[src/hdl/dqpt_pkg.sv]
`default_nettype none

package dqpt_pkg;

  localparam int CMD_W    = 3;
  localparam int VAL_W    = 32;
  localparam int STATUS_W = 2;
  localparam int CNT_W    = 7;

  localparam logic [CMD_W-1:0] CMD_PUSH_FRONT = 3'd0;
  localparam logic [CMD_W-1:0] CMD_PUSH_BACK  = 3'd1;
  localparam logic [CMD_W-1:0] CMD_POP_FRONT  = 3'd2;
  localparam logic [CMD_W-1:0] CMD_POP_BACK   = 3'd3;
  localparam logic [CMD_W-1:0] CMD_CLEAR      = 3'd4;
  localparam logic [CMD_W-1:0] CMD_PAL_CHECK  = 3'd5;

  localparam logic [STATUS_W-1:0] STAT_OK        = 2'd0;
  localparam logic [STATUS_W-1:0] STAT_POP_EMPTY = 2'd1;
  localparam logic [STATUS_W-1:0] STAT_PUSH_FULL = 2'd2;

  typedef struct packed {
    logic [STATUS_W-1:0]     status;
    logic signed [VAL_W-1:0] front_value;
    logic signed [VAL_W-1:0] rear_value;
    logic [CNT_W-1:0]        count;
    logic                    is_empty;
    logic                    is_palindrome;
  } dqpt_result_t;

endpackage

`default_nettype wire

[src/hdl/dqpt_ifs.sv]
`default_nettype none

interface dqpt_in_if;
  import dqpt_pkg::*;

  logic                    valid;
  logic                    ready;
  logic [CMD_W-1:0]        cmd;
  logic signed [VAL_W-1:0] value;

  modport source (output valid, output cmd, output value, input ready);
  modport sink (input valid, input cmd, input value, output ready);
endinterface

interface dqpt_out_if;
  import dqpt_pkg::*;

  logic                    valid;
  logic                    ready;
  logic [STATUS_W-1:0]     status;
  logic signed [VAL_W-1:0] front_value;
  logic signed [VAL_W-1:0] rear_value;
  logic [CNT_W-1:0]        count;
  logic                    is_empty;
  logic                    is_palindrome;

  modport source (
    output valid, output status, output front_value, output rear_value,
    output count, output is_empty, output is_palindrome, input ready
  );
  modport sink (
    input valid, input status, input front_value, input rear_value,
    input count, input is_empty, input is_palindrome, output ready
  );
endinterface

`default_nettype wire

[src/hdl/deque_with_palindrome_trim.sv]
`default_nettype none

// Bounded double-ended queue of DEPTH signed words with a destructive
// palindrome trim. Each input word carries a command (push front, push back,
// pop front, pop back, clear, palindrome check) and a value; every command
// yields exactly one result word describing the queue afterwards, with -1 in
// the front and rear fields when the queue is empty. Words live in a ring in
// a memory with one write port and two registered read ports, driven by a
// small sequencer around two ring adders and a comparator. A push, pop, clear
// or unused command passes the execute, wait and response states before the
// next word can be accepted, as each update is written and then read back
// through the registered read ports. A palindrome check runs execute, wait
// and trim, going back to wait for each matching outer pair it removes, as
// each pair is read and compared once per pass. The result sits in an output
// register, so the next input word can be accepted while a result waits.
module deque_with_palindrome_trim #(
  parameter int DEPTH      = 64,
  parameter int WORD_WIDTH = 32
) (
  input  wire logic   clk,
  input  wire logic   rst_n,
  dqpt_in_if.sink     in_chan,
  dqpt_out_if.source  out_chan
);
  import dqpt_pkg::*;

  localparam int AW = $clog2(DEPTH);
  localparam int CW = $clog2(DEPTH + 1);

  logic                  mem_we;
  logic [AW-1:0]         mem_waddr, mem_raddr_a, mem_raddr_b;
  logic [WORD_WIDTH-1:0] mem_wdata, mem_rdata_a, mem_rdata_b;

  logic                  res_valid, res_ready;
  dqpt_result_t          res;

  logic                  out_valid_r, out_valid_nxt;
  dqpt_result_t          out_res_r, out_res_nxt;

  dqpt_seq #(
    .DEPTH      (DEPTH),
    .WORD_WIDTH (WORD_WIDTH),
    .AW         (AW),
    .CW         (CW)
  ) u_seq (
    .clk         (clk),
    .rst_n       (rst_n),
    .in_valid    (in_chan.valid),
    .in_ready    (in_chan.ready),
    .in_cmd      (in_chan.cmd),
    .in_value    (in_chan.value),
    .res_valid   (res_valid),
    .res_ready   (res_ready),
    .res         (res),
    .mem_we      (mem_we),
    .mem_waddr   (mem_waddr),
    .mem_wdata   (mem_wdata),
    .mem_raddr_a (mem_raddr_a),
    .mem_raddr_b (mem_raddr_b),
    .mem_rdata_a (mem_rdata_a),
    .mem_rdata_b (mem_rdata_b)
  );

  dqpt_ram #(
    .DEPTH      (DEPTH),
    .WORD_WIDTH (WORD_WIDTH),
    .AW         (AW)
  ) u_ram (
    .clk     (clk),
    .we      (mem_we),
    .waddr   (mem_waddr),
    .wdata   (mem_wdata),
    .raddr_a (mem_raddr_a),
    .raddr_b (mem_raddr_b),
    .rdata_a (mem_rdata_a),
    .rdata_b (mem_rdata_b)
  );

  // The output register takes a new result when empty or being drained.
  assign res_ready = !out_valid_r || out_chan.ready;

  always_comb begin
    out_valid_nxt = out_valid_r;
    out_res_nxt   = out_res_r;
    if (out_valid_r && out_chan.ready) begin
      out_valid_nxt = 1'b0;
    end
    if (res_valid && res_ready) begin
      out_valid_nxt = 1'b1;
      out_res_nxt   = res;
    end
  end

  always_ff @(posedge clk) begin
    if (!rst_n) begin
      out_valid_r <= 1'b0;
    end else begin
      out_valid_r <= out_valid_nxt;
    end
    out_res_r <= out_res_nxt;
  end

  assign out_chan.valid         = out_valid_r;
  assign out_chan.status        = out_res_r.status;
  assign out_chan.front_value   = out_res_r.front_value;
  assign out_chan.rear_value    = out_res_r.rear_value;
  assign out_chan.count         = out_res_r.count;
  assign out_chan.is_empty      = out_res_r.is_empty;
  assign out_chan.is_palindrome = out_res_r.is_palindrome;

  a_no_overwrite : assert property (@(posedge clk) disable iff (!rst_n)
    (out_valid_r && !out_chan.ready) |=> out_valid_r && $stable(out_res_r))
    else $error("pending result word was overwritten");

  a_result_loaded : assert property (@(posedge clk) disable iff (!rst_n)
    (res_valid && res_ready) |=> out_valid_r)
    else $error("handed result word was not registered");

  a_empty_flag : assert property (@(posedge clk) disable iff (!rst_n)
    out_valid_r |-> (out_res_r.is_empty == (out_res_r.count == '0) || DEPTH > 127))
    else $error("empty flag disagrees with count");

endmodule

`default_nettype wire

[src/hdl/dqpt_ram.sv]
`default_nettype none

module dqpt_ram #(
  parameter int DEPTH      = 64,
  parameter int WORD_WIDTH = 32,
  parameter int AW         = $clog2(DEPTH)
) (
  input  wire logic                  clk,
  input  wire logic                  we,
  input  wire logic [AW-1:0]         waddr,
  input  wire logic [WORD_WIDTH-1:0] wdata,
  input  wire logic [AW-1:0]         raddr_a,
  input  wire logic [AW-1:0]         raddr_b,
  output logic      [WORD_WIDTH-1:0] rdata_a,
  output logic      [WORD_WIDTH-1:0] rdata_b
);

  logic [WORD_WIDTH-1:0] mem_r [DEPTH];

  always_ff @(posedge clk) begin
    if (we) begin
      mem_r[waddr] <= wdata;
    end
    rdata_a <= mem_r[raddr_a];
    rdata_b <= mem_r[raddr_b];
  end

endmodule

`default_nettype wire

[src/hdl/dqpt_seq.sv]
`default_nettype none

module dqpt_seq #(
  parameter int DEPTH      = 64,
  parameter int WORD_WIDTH = 32,
  parameter int AW         = $clog2(DEPTH),
  parameter int CW         = $clog2(DEPTH + 1)
) (
  input  wire logic                           clk,
  input  wire logic                           rst_n,
  input  wire logic                           in_valid,
  output logic                                in_ready,
  input  wire logic [dqpt_pkg::CMD_W-1:0]     in_cmd,
  input  wire logic signed [dqpt_pkg::VAL_W-1:0] in_value,
  output logic                                res_valid,
  input  wire logic                           res_ready,
  output dqpt_pkg::dqpt_result_t              res,
  output logic                                mem_we,
  output logic      [AW-1:0]                  mem_waddr,
  output logic      [WORD_WIDTH-1:0]          mem_wdata,
  output logic      [AW-1:0]                  mem_raddr_a,
  output logic      [AW-1:0]                  mem_raddr_b,
  input  wire logic [WORD_WIDTH-1:0]          mem_rdata_a,
  input  wire logic [WORD_WIDTH-1:0]          mem_rdata_b
);
  import dqpt_pkg::*;

  typedef enum logic [2:0] {
    S_IDLE,
    S_EXEC,
    S_WAIT,
    S_TRIM,
    S_RESP
  } state_t;

  state_t                state_r, state_nxt;
  logic [CMD_W-1:0]      cmd_r, cmd_nxt;
  logic [WORD_WIDTH-1:0] val_r, val_nxt;
  logic [AW-1:0]         head_r, head_nxt;
  logic [CW-1:0]         count_r, count_nxt;
  logic [STATUS_W-1:0]   status_r, status_nxt;
  logic                  pal_r, pal_nxt;

  logic                  full, empty, two_or_more, ends_match, trim_go;
  logic [AW-1:0]         head_inc, head_dec, rear_addr, tail_addr;
  logic signed [WORD_WIDTH-1:0] front_w, rear_w;

  // Ring addition; both operands are below DEPTH, so one subtract folds the sum.
  function automatic logic [AW-1:0] ring_add(input logic [AW-1:0] a, input logic [AW-1:0] b);
    logic [AW:0] s;
    s = {1'b0, a} + {1'b0, b};
    if (s >= (AW+1)'(DEPTH)) begin
      s = s - (AW+1)'(DEPTH);
    end
    return s[AW-1:0];
  endfunction

  assign full        = (count_r == CW'(DEPTH));
  assign empty       = (count_r == '0);
  assign two_or_more = (count_r > CW'(1));
  assign head_inc    = (head_r == AW'(DEPTH - 1)) ? '0 : head_r + AW'(1);
  assign head_dec    = (head_r == '0) ? AW'(DEPTH - 1) : head_r - AW'(1);
  assign rear_addr   = ring_add(head_r, AW'(count_r - CW'(1)));
  assign tail_addr   = ring_add(head_r, AW'(count_r));

  assign mem_raddr_a = head_r;
  assign mem_raddr_b = rear_addr;
  assign mem_wdata   = val_r;

  assign ends_match  = (mem_rdata_a == mem_rdata_b);
  assign trim_go     = (state_r == S_TRIM) && two_or_more && ends_match;

  assign front_w = mem_rdata_a;
  assign rear_w  = mem_rdata_b;

  assign in_ready  = (state_r == S_IDLE);
  assign res_valid = (state_r == S_RESP);

  always_comb begin
    res.status        = status_r;
    res.front_value   = empty ? '1 : VAL_W'(front_w);
    res.rear_value    = empty ? '1 : VAL_W'(rear_w);
    res.count         = CNT_W'(count_r);
    res.is_empty      = empty;
    res.is_palindrome = pal_r;
  end

  always_comb begin
    state_nxt  = state_r;
    cmd_nxt    = cmd_r;
    val_nxt    = val_r;
    head_nxt   = head_r;
    count_nxt  = count_r;
    status_nxt = status_r;
    pal_nxt    = pal_r;
    mem_we     = 1'b0;
    mem_waddr  = head_dec;

    case (state_r)
      S_IDLE: begin
        if (in_valid) begin
          cmd_nxt    = in_cmd;
          val_nxt    = WORD_WIDTH'(in_value);
          status_nxt = STAT_OK;
          pal_nxt    = 1'b0;
          state_nxt  = S_EXEC;
        end
      end
      S_EXEC: begin
        state_nxt = S_WAIT;
        case (cmd_r)
          CMD_PUSH_FRONT: begin
            if (full) begin
              status_nxt = STAT_PUSH_FULL;
            end else begin
              mem_we    = 1'b1;
              mem_waddr = head_dec;
              head_nxt  = head_dec;
              count_nxt = count_r + CW'(1);
            end
          end
          CMD_PUSH_BACK: begin
            if (full) begin
              status_nxt = STAT_PUSH_FULL;
            end else begin
              mem_we    = 1'b1;
              mem_waddr = tail_addr;
              count_nxt = count_r + CW'(1);
            end
          end
          CMD_POP_FRONT: begin
            if (empty) begin
              status_nxt = STAT_POP_EMPTY;
            end else begin
              head_nxt  = head_inc;
              count_nxt = count_r - CW'(1);
            end
          end
          CMD_POP_BACK: begin
            if (empty) begin
              status_nxt = STAT_POP_EMPTY;
            end else begin
              count_nxt = count_r - CW'(1);
            end
          end
          CMD_CLEAR: begin
            head_nxt  = '0;
            count_nxt = '0;
          end
          default: begin
          end
        endcase
      end
      S_WAIT: begin
        // The read ports now see the updated head and rear positions.
        state_nxt = (cmd_r == CMD_PAL_CHECK) ? S_TRIM : S_RESP;
      end
      S_TRIM: begin
        if (trim_go) begin
          head_nxt  = head_inc;
          count_nxt = count_r - CW'(2);
          state_nxt = S_WAIT;
        end else begin
          pal_nxt   = !two_or_more;
          state_nxt = S_RESP;
        end
      end
      S_RESP: begin
        if (res_ready) begin
          state_nxt = S_IDLE;
        end
      end
      default: begin
        state_nxt = S_IDLE;
      end
    endcase
  end

  always_ff @(posedge clk) begin
    if (!rst_n) begin
      state_r  <= S_IDLE;
      head_r   <= '0;
      count_r  <= '0;
      status_r <= STAT_OK;
      pal_r    <= 1'b0;
    end else begin
      state_r  <= state_nxt;
      head_r   <= head_nxt;
      count_r  <= count_nxt;
      status_r <= status_nxt;
      pal_r    <= pal_nxt;
    end
    cmd_r <= cmd_nxt;
    val_r <= val_nxt;
  end

  a_count_bound : assert property (@(posedge clk) disable iff (!rst_n)
    count_r <= CW'(DEPTH))
    else $error("stored count exceeds depth");

  a_head_bound : assert property (@(posedge clk) disable iff (!rst_n)
    head_r <= AW'(DEPTH - 1))
    else $error("head index outside the ring");

  a_trim_pair : assert property (@(posedge clk) disable iff (!rst_n)
    trim_go |=> (count_r == $past(count_r) - CW'(2)) && (state_r == S_WAIT))
    else $error("trim did not remove a pair");

  a_full_push_holds : assert property (@(posedge clk) disable iff (!rst_n)
    (state_r == S_EXEC && full &&
     (cmd_r == CMD_PUSH_FRONT || cmd_r == CMD_PUSH_BACK))
    |=> $stable(count_r) && $stable(head_r) && status_r == STAT_PUSH_FULL)
    else $error("push on full changed the queue");

endmodule

`default_nettype wire

[src/flat_wrapper.sv]
// flat-port wrapper written by rule: the top's interface ports become plain ports
module deque_with_palindrome_trim_flat import dqpt_pkg::*;
#(
  parameter int DEPTH      = 64,
  parameter int WORD_WIDTH = 32
)
  (clk, rst_n, in_chan_valid, in_chan_cmd, in_chan_value, in_chan_ready, out_chan_valid, out_chan_status, out_chan_front_value, out_chan_rear_value, out_chan_count, out_chan_is_empty, out_chan_is_palindrome, out_chan_ready);
  dqpt_in_if in_chan_i ();
  dqpt_out_if out_chan_i ();
  input  wire logic clk;
  input  wire logic rst_n;
  input wire logic [$bits(in_chan_i.valid)-1:0] in_chan_valid;
  input wire logic [$bits(in_chan_i.cmd)-1:0] in_chan_cmd;
  input wire logic [$bits(in_chan_i.value)-1:0] in_chan_value;
  output wire logic [$bits(in_chan_i.ready)-1:0] in_chan_ready;
  output wire logic [$bits(out_chan_i.valid)-1:0] out_chan_valid;
  output wire logic [$bits(out_chan_i.status)-1:0] out_chan_status;
  output wire logic [$bits(out_chan_i.front_value)-1:0] out_chan_front_value;
  output wire logic [$bits(out_chan_i.rear_value)-1:0] out_chan_rear_value;
  output wire logic [$bits(out_chan_i.count)-1:0] out_chan_count;
  output wire logic [$bits(out_chan_i.is_empty)-1:0] out_chan_is_empty;
  output wire logic [$bits(out_chan_i.is_palindrome)-1:0] out_chan_is_palindrome;
  input wire logic [$bits(out_chan_i.ready)-1:0] out_chan_ready;
  assign in_chan_i.valid = in_chan_valid;
  assign in_chan_i.cmd = in_chan_cmd;
  assign in_chan_i.value = in_chan_value;
  assign in_chan_ready = in_chan_i.ready;
  assign out_chan_valid = out_chan_i.valid;
  assign out_chan_status = out_chan_i.status;
  assign out_chan_front_value = out_chan_i.front_value;
  assign out_chan_rear_value = out_chan_i.rear_value;
  assign out_chan_count = out_chan_i.count;
  assign out_chan_is_empty = out_chan_i.is_empty;
  assign out_chan_is_palindrome = out_chan_i.is_palindrome;
  assign out_chan_i.ready = out_chan_ready;
  deque_with_palindrome_trim #(.DEPTH(DEPTH), .WORD_WIDTH(WORD_WIDTH)) u_core (.clk(clk), .rst_n(rst_n), .in_chan(in_chan_i), .out_chan(out_chan_i));
endmodule
[config.mk]
export PLATFORM = sky130hd
export DESIGN_NAME = deque_with_palindrome_trim_flat
export DESIGN_NICKNAME = d
export VERILOG_FILES = /design/src/hdl/dqpt_pkg.sv /design/src/hdl/dqpt_ifs.sv /design/src/hdl/deque_with_palindrome_trim.sv /design/src/hdl/dqpt_ram.sv /design/src/hdl/dqpt_seq.sv /design/src/flat_wrapper.sv
export SDC_FILE = /design/constraint.sdc
export NUM_CORES = 2
export LEC_CHECK = 0
export BUFFER_PORTS_ARGS = -buffer_cell sky130_fd_sc_hd__buf_2
export CORE_ASPECT_RATIO = 0.5
export CORE_MARGIN = 5
export CORE_UTILIZATION = 30
export DETAILED_ROUTE_END_ITERATION = 8
export REMOVE_ABC_BUFFERS = 1
export SKIP_CTS_REPAIR_TIMING = 1
export SLEW_MARGIN = 20
export SYNTH_ARGS = -nofsm -noshare
export SYNTH_HDL_FRONTEND = slang
export SYNTH_SLANG_ARGS = --single-unit
[constraint.sdc]
create_clock -name clk -period 13.5 [get_ports clk]
set_input_delay 0.675 -clock clk [delete_from_list [all_inputs] [get_ports clk]]
set_output_delay 0.675 -clock clk [all_outputs]
set_load 0.01 [all_outputs]
**Word-level counts from Yosys, hierarchy flattened**

Memory sizes are Yosys's and may differ from the RTL's. A register that Yosys moved wholly into a read port is not among the register bits.
Index checks and enable logic that the tools add are counted.

- Input port bits: 39
- Output and inout port bits: 77
- Word-level logic and storage cells: 112
- Memory bits (writable): 2,048
- Register bits after elaboration: 130
- Memories: 1

- Muxes and demuxes: 37
- Add/sub/neg operators: 9
- $lt $le $gt $ge: 3
- Equal/unequal tests: 25
- Reduce and logical (&&, ||, !) cells: 23

Memories:

| memory | words | width | read ports | clocked after memory_dff | wr ports | line | RTL |
|---|---|---|---|---|---|---|---|
| u_core.u_ram.mem_r | 64 | 32 | 2 | 2 | 1 | dqpt_ram.sv:18 | `logic [WORD_WIDTH-1:0] mem_r [DEPTH];` |

Operators with widths:

| cell | number |
|---|---|
| 2-to-1 mux 6 bit | 10 |
| == test 32 bit | 1 |
| 2-to-1 mux 7 bit | 3 |
| inequality test 3 bit, second input constant | 7 |
| case mux 7 bit (3 select lines) | 1 |
| case mux 6 bit (3 select lines) | 1 |
| subtractor 6 x 1 -> 6 bit, second input constant | 3 |
| case mux 3 bit (5 select lines) | 1 |
| AND reduction 5 bit | 3 |
| adder 6 x 6 -> 7 bit | 2 |
| greater-or-equal comparator 7 bit, second input constant | 2 |
| case mux 7 bit (2 select lines) | 1 |
| == test 3 x 2 -> 1 bit, second input constant | 4 |
| 2-to-1 mux 3 bit | 4 |
| case mux 6 bit (2 select lines) | 1 |
| == test 3 bit, second input constant | 3 |
| 2-to-1 mux 1 bit | 9 |
| inequality test 2 bit, second input constant | 4 |
| case mux 2 bit (2 select lines) | 2 |
| nonzero test 2 bit | 4 |
| adder 7 x 1 -> 7 bit, second input constant | 1 |
| == test 7 bit, second input constant | 1 |
| greater-than comparator 7 x 1 -> 1 bit, second input constant | 1 |
| zero test 7 bit | 1 |
| 17 further kinds | 27 |

**Depth between registers and ports, before layout**

- Depth in word-level cells: 6
- Gate-level depth with buffers: 16
- Mapped depth without buffers: 10

**Modules after synthesis**

From an unflattened synthesis, not the netlist that was laid out.

- Cells, all modules: 4,939
- Area total of the unflattened synthesis: 102,112.9 um2

By module, submodules not included:

| module | cells an instance | seq. area each (um2) | area each (um2) | instances |
|---|---|---|---|---|
| dqpt_ram | 4,412 | 62,780.2 | 95,660.5 | 1 |
| dqpt_seq | 447 | 1,431.4 | 4,142.7 | 1 |
| deque_with_palindrome_trim | 80 | 2,272.2 | 2,309.7 | 1 |

**Least setup slack after synthesis**

No wires, ideal clock.

- Path type: reg2reg
- From: reg u_core.u_seq.head_r[0] (netlist: u_core.u_seq.mem_raddr_a[0])
- To: mem u_core.u_ram.mem_r[19][0], enable pin
- Data arrival time: 5.312 ns
- Path buffers: 7
- Library setup time: 0.461 ns
- Data required time: 13.039 ns
- Cell stages (with the launch flop): 16
- Slack: 7.727 ns
- Period minus slack after synthesis: 5.773 ns
- Path through: dfxtp_1 buf_2 buf_6 buf_6 buf_4 buf_4 buf_4 buf_2 inv_1 ha_1 or3b_1 o31ai_1 a21o_1 and3b_1 nand2_1 nor3_1

- Longest elaborated chain between the ends: 6
- Elaborated cells on any way between the ends: 10
- Those cells by class: add/sub (3); order compare (1); mux (5); reduce/logical (1)

RTL lines:

| item | line | RTL |
|---|---|---|
| from (decl) | dqpt_seq.sv:39 | `logic [AW-1:0] head_r, head_nxt;` |
| from (signal assigned) | dqpt_seq.sv:188 | `head_r <= head_nxt;` |
| adder 6 x 6 -> 7 bit | dqpt_seq.sv:51 | `s = {1'b0, a} + {1'b0, b};` |
| subtractor 6 x 1 -> 6 bit / greater-or-equal comparator 7 bit (equally long branches) | dqpt_seq.sv:53, dqpt_seq.sv:52 |  |
| 2-to-1 mux 6 bit | dqpt_seq.sv:52 | `if (s >= (AW+1)'(DEPTH)) begin` |
| 2-to-1 mux 6 bit | dqpt_seq.sv:123 | `if (full) begin` |
| 2-to-1 mux 6 bit | - |  |
| 2-to-1 mux 6 bit * | dqpt_seq.sv:99 | `case (state_r)` |
| to (decl) | dqpt_ram.sv:18 |  |

Mark *: on every way between the ends. The rest lies on a longest branch, timed or not.

**Worst setup path after layout**

- From: reg u_core.u_seq.head_r[1] (netlist: u_core.u_seq.mem_raddr_a[1])
- To: mem u_core.u_ram.mem_r[25][17], enable pin

The elaborated chain is that of the path after synthesis.

==> reports/metrics.yaml <==
placed_design:
  portBuffers: 115
  dp_hpwl_um: 186000
  routabilityCongestion: 0.825
logic_synthesis:
  synth_seq_area_share: 0.647
  netlist.area_leader.share: 0.630
  post-synth-top-count-cell: "edfxtp_1"
  yosys_warnings: 0
  synth.largest_area_cell: "edfxtp_1"
  syn_inst: 5358
  synth_edf_count: 2158
  synthFlopType: "edfxtp_1"
  syn_area_sq_um: 103000
  synth.area.top_cells: "edfxtp_1 (63%), mux4_2 (24%), nand2_1 (2.1%), dfxtp_1 (1.6%), mux2i_1 (1.2%)"
  ys_types: 76
  syn_area_per_cell_sq_um: 19.2
  synth_common_cells: "edfxtp_1 (2158), mux4_2 (1117), nand2_1 (571)"
  async_flop_share: 0
  ys_seq_elements: 2242
worst_setup_path:
  path_class: "register to register"
  critical_path.top_delay_family: "buffers and inverters"
  startpoint_type: "register"
  crit_top_cell: "buf_4"
  r2r_start: "u_core.u_seq.mem_raddr_a[1]$_SDFFE_PN0P_"
  crit_arrival_ns: 6.40
  critPathLaunch: "u_core.u_seq.mem_raddr_a[1]$_SDFFE_PN0P_"
  crit_slowest_cell: "nor2_4"
  worst-path-buf-inv: 3
  cp.required_ns: 13.99
  crit_path_max_fanout: 26
  crit_chain: "inv_2 -> buf_4 -> ha_1 -> a21oi_1 -> o41ai_1 -> mux2_4 -> nand2_1 -> nor2_4 -> buf_4"
  crit_path_max_incr_delay_ns: 0.95
  crit_path_end_kind: "register"
layout:
  nFillCells: 31765
  fin_util: 0.342
  syn_to_final_growth_pct: 13.8
  nets: 5562
  drive_gt1_frac: 0.329
cts:
  htreeDepth: 4
  cts_sinks: 2242
  cts_tree: "yes"
  root_buffer: "clkbuf_16"
  insertion_delay_ns: 0.88
  ctsLongestPathBuffers: 3
  cts.clk_slew.worst_paths_ns: 0.06
  cts_buffers: 221
global_route:
  overflow: 0
  grt_pass1_wl_um: 473000
  grt_pass1_vias: 58447
  antenna_found_initial: 14
  grt_max_degree: 124
  track_usage: 0.188
power_and_ir_drop:
  swShare: 0.264
  power.internal_mw: 12.1
  leakage_nw: 36.3
  p_switching_mw: 4.35
  seqPwrFrac: 0.476
  pwr-share-clk: 0.378
  vdd_ir_drop_max_mv: 0.142
  combPwrFrac: 0.146
  power_density_nw_per_um2: 141
sta:
  tightest_slew_ns: 1.26
  layout_min_cycle_time_ns: 5.91
  fin_crit_sh: 0.438
  setup_tns_ns: 0
  drv_slew: 0
  finClkSkew_ns: 0.0446
  relSlewSlack: 0.155
  finalHoldViolCount: 0
  max_freq_mhz: 169
  rsz0062_at_grt: "no"
  finalSetupViolations: 0
die:
  core.rowCount: 152
  die_w_um: 838
  core_area_sq_um: 342000
  ios: 116
  fp.dieH_um: 424
  fp.dieArea_sq_um: 355000
  initial_core_util: 0.301
detailed_routing:
  drtPass1Iterations: 6
  antenna_left: 0
  vias: 59501
  dr.first_iter.drc_count: 9011
  routedWlPerCell_um: 33.5
  viasPerCell: 5.81
  wirelength_um: 343000
  remaining_drc_errors: 0
job:
  maxCapViolations: 0
outcome:
  run_status: "finished clean"
worst_hold_path:
  worstHoldStart: "in_chan_cmd[0]"
  hp-class: "input pin to register"
[routing by layer]
layer	track usage	part of all wire
met1	0.258	0.39
met2	0.290	0.46
met3	0.0442	0.11
met4	0.0746	0.044
met5	0	0.000038
[placed cells by master, fill, tap and decap left out, drive strengths merged, types with 12 or more instances in the layout]
cell            n
nor2           79
a21oi          68
mux2           12
nand3          16
mux4         1117
clkbuf        299
edfxtp       2158
nand2b         68
nor3           51
mux2i         122
ha             20
a31oi         148
a211oi         35
nor2b          20
dlygate4sd3    30
and3          131
o22ai          27
bufinv         16
inv            25
dfxtp          84
xnor2          15
o21ai          22
buf           299
clkinv         85
nand2         577
xor2           36
[final cells by class]
cell class	instances	area, sq um	share of cell area
Sequential cell	2242	66500	0.569
Multi-Input combinational cell	2684	35000	0.299
Clock buffer	299	6150	0.0526
Tap cell	4543	5680	0.0486
Timing Repair Buffer	329	2430	0.0208
Clock inverter	113	1090	0.00928
Inverter	23	87.6	0.000749
Antenna cell	2	5.00	0.0000428
[registers in the layout, indices dropped and copies added (netlist names)]
name / count
u_core.u_ram.mem_r: 2048
u_core.out_chan.front_value: 32
u_core.out_chan.rear_value: 32
u_core.u_ram.rdata_a: 32
u_core.u_ram.rdata_b: 32
u_core.u_seq.mem_wdata: 32
u_core.out_chan.count: 7
u_core.u_seq.count_r: 7
u_core.u_seq.mem_raddr_a: 6
u_core.u_seq.cmd_r: 3
u_core.u_seq.state_r: 3
u_core.out_chan.status: 2
u_core.u_seq.status_r: 2
u_core.out_chan.is_empty: 1
u_core.out_chan.is_palindrome: 1
u_core.out_chan.valid: 1
u_core.u_seq.pal_r: 1
[cells by family (layout without fill, tap and decap cells)]
logic type,Yosys count,after routing,share of synthesized area
flip-flops,2242,2242,0.647
multiplexers,1251,1251,0.258
AND/OR/NAND/NOR,981,981,0.0451
buffers and inverters,432,764,0.0188
AO/OA/AOI/OAI,379,379,0.0242
XOR/XNOR,51,51,0.00449
adder cells (fa/ha/maj),22,22,0.00282
other,0,2,0
[worst paths after layout]
path | to | slack, ns | cells past startpoint
max reg2reg | u_core.u_ram.mem_r[25][17]$_DFFE_PP_ | 7.59 | 9
min | u_core.u_seq.cmd_r[0]$_DFFE_PP_ | 0.05 | 1
max | u_core.u_ram.mem_r[25][17]$_DFFE_PP_ | 7.59 | 9
min reg2reg | u_core.out_chan.status[1]$_DFFE_PP_ | 0.44 | 0
[power groups by stage]
stage,Combinational (mW),Clock [mW],Sequential (mW)
2_1_floorplan,2.30,0,8.04
3_3_place_gp,2.38,0,7.99
3_5_place_dp,2.38,0,7.99
4_1_cts,2.39,6.29,7.84
5_1_grt,2.52,6.61,7.84
6_report,2.41,6.22,7.84
[stage by stage]
stage | instances | area, sq um | hold slack [ns] | setup WS (ns) | power [mW]
after floorplan | 4949 | 101000 | 0.408 | -29.85 | 10.3
after global placement | 9791 | 109000 | 0.425 | 7.40 | 10.4
after detailed placement | 9791 | 109000 | 0.424 | 7.41 | 10.4
after CTS | 10203 | 117000 | -0.0791 | 7.40 | 16.5
after global routing | 10234 | 117000 | 0.0119 | 7.10 | 17.0
final | 10235 | 117000 | 0.0488 | 7.59 | 16.5
No activity file was read; power rests on OpenSTA's default activity.
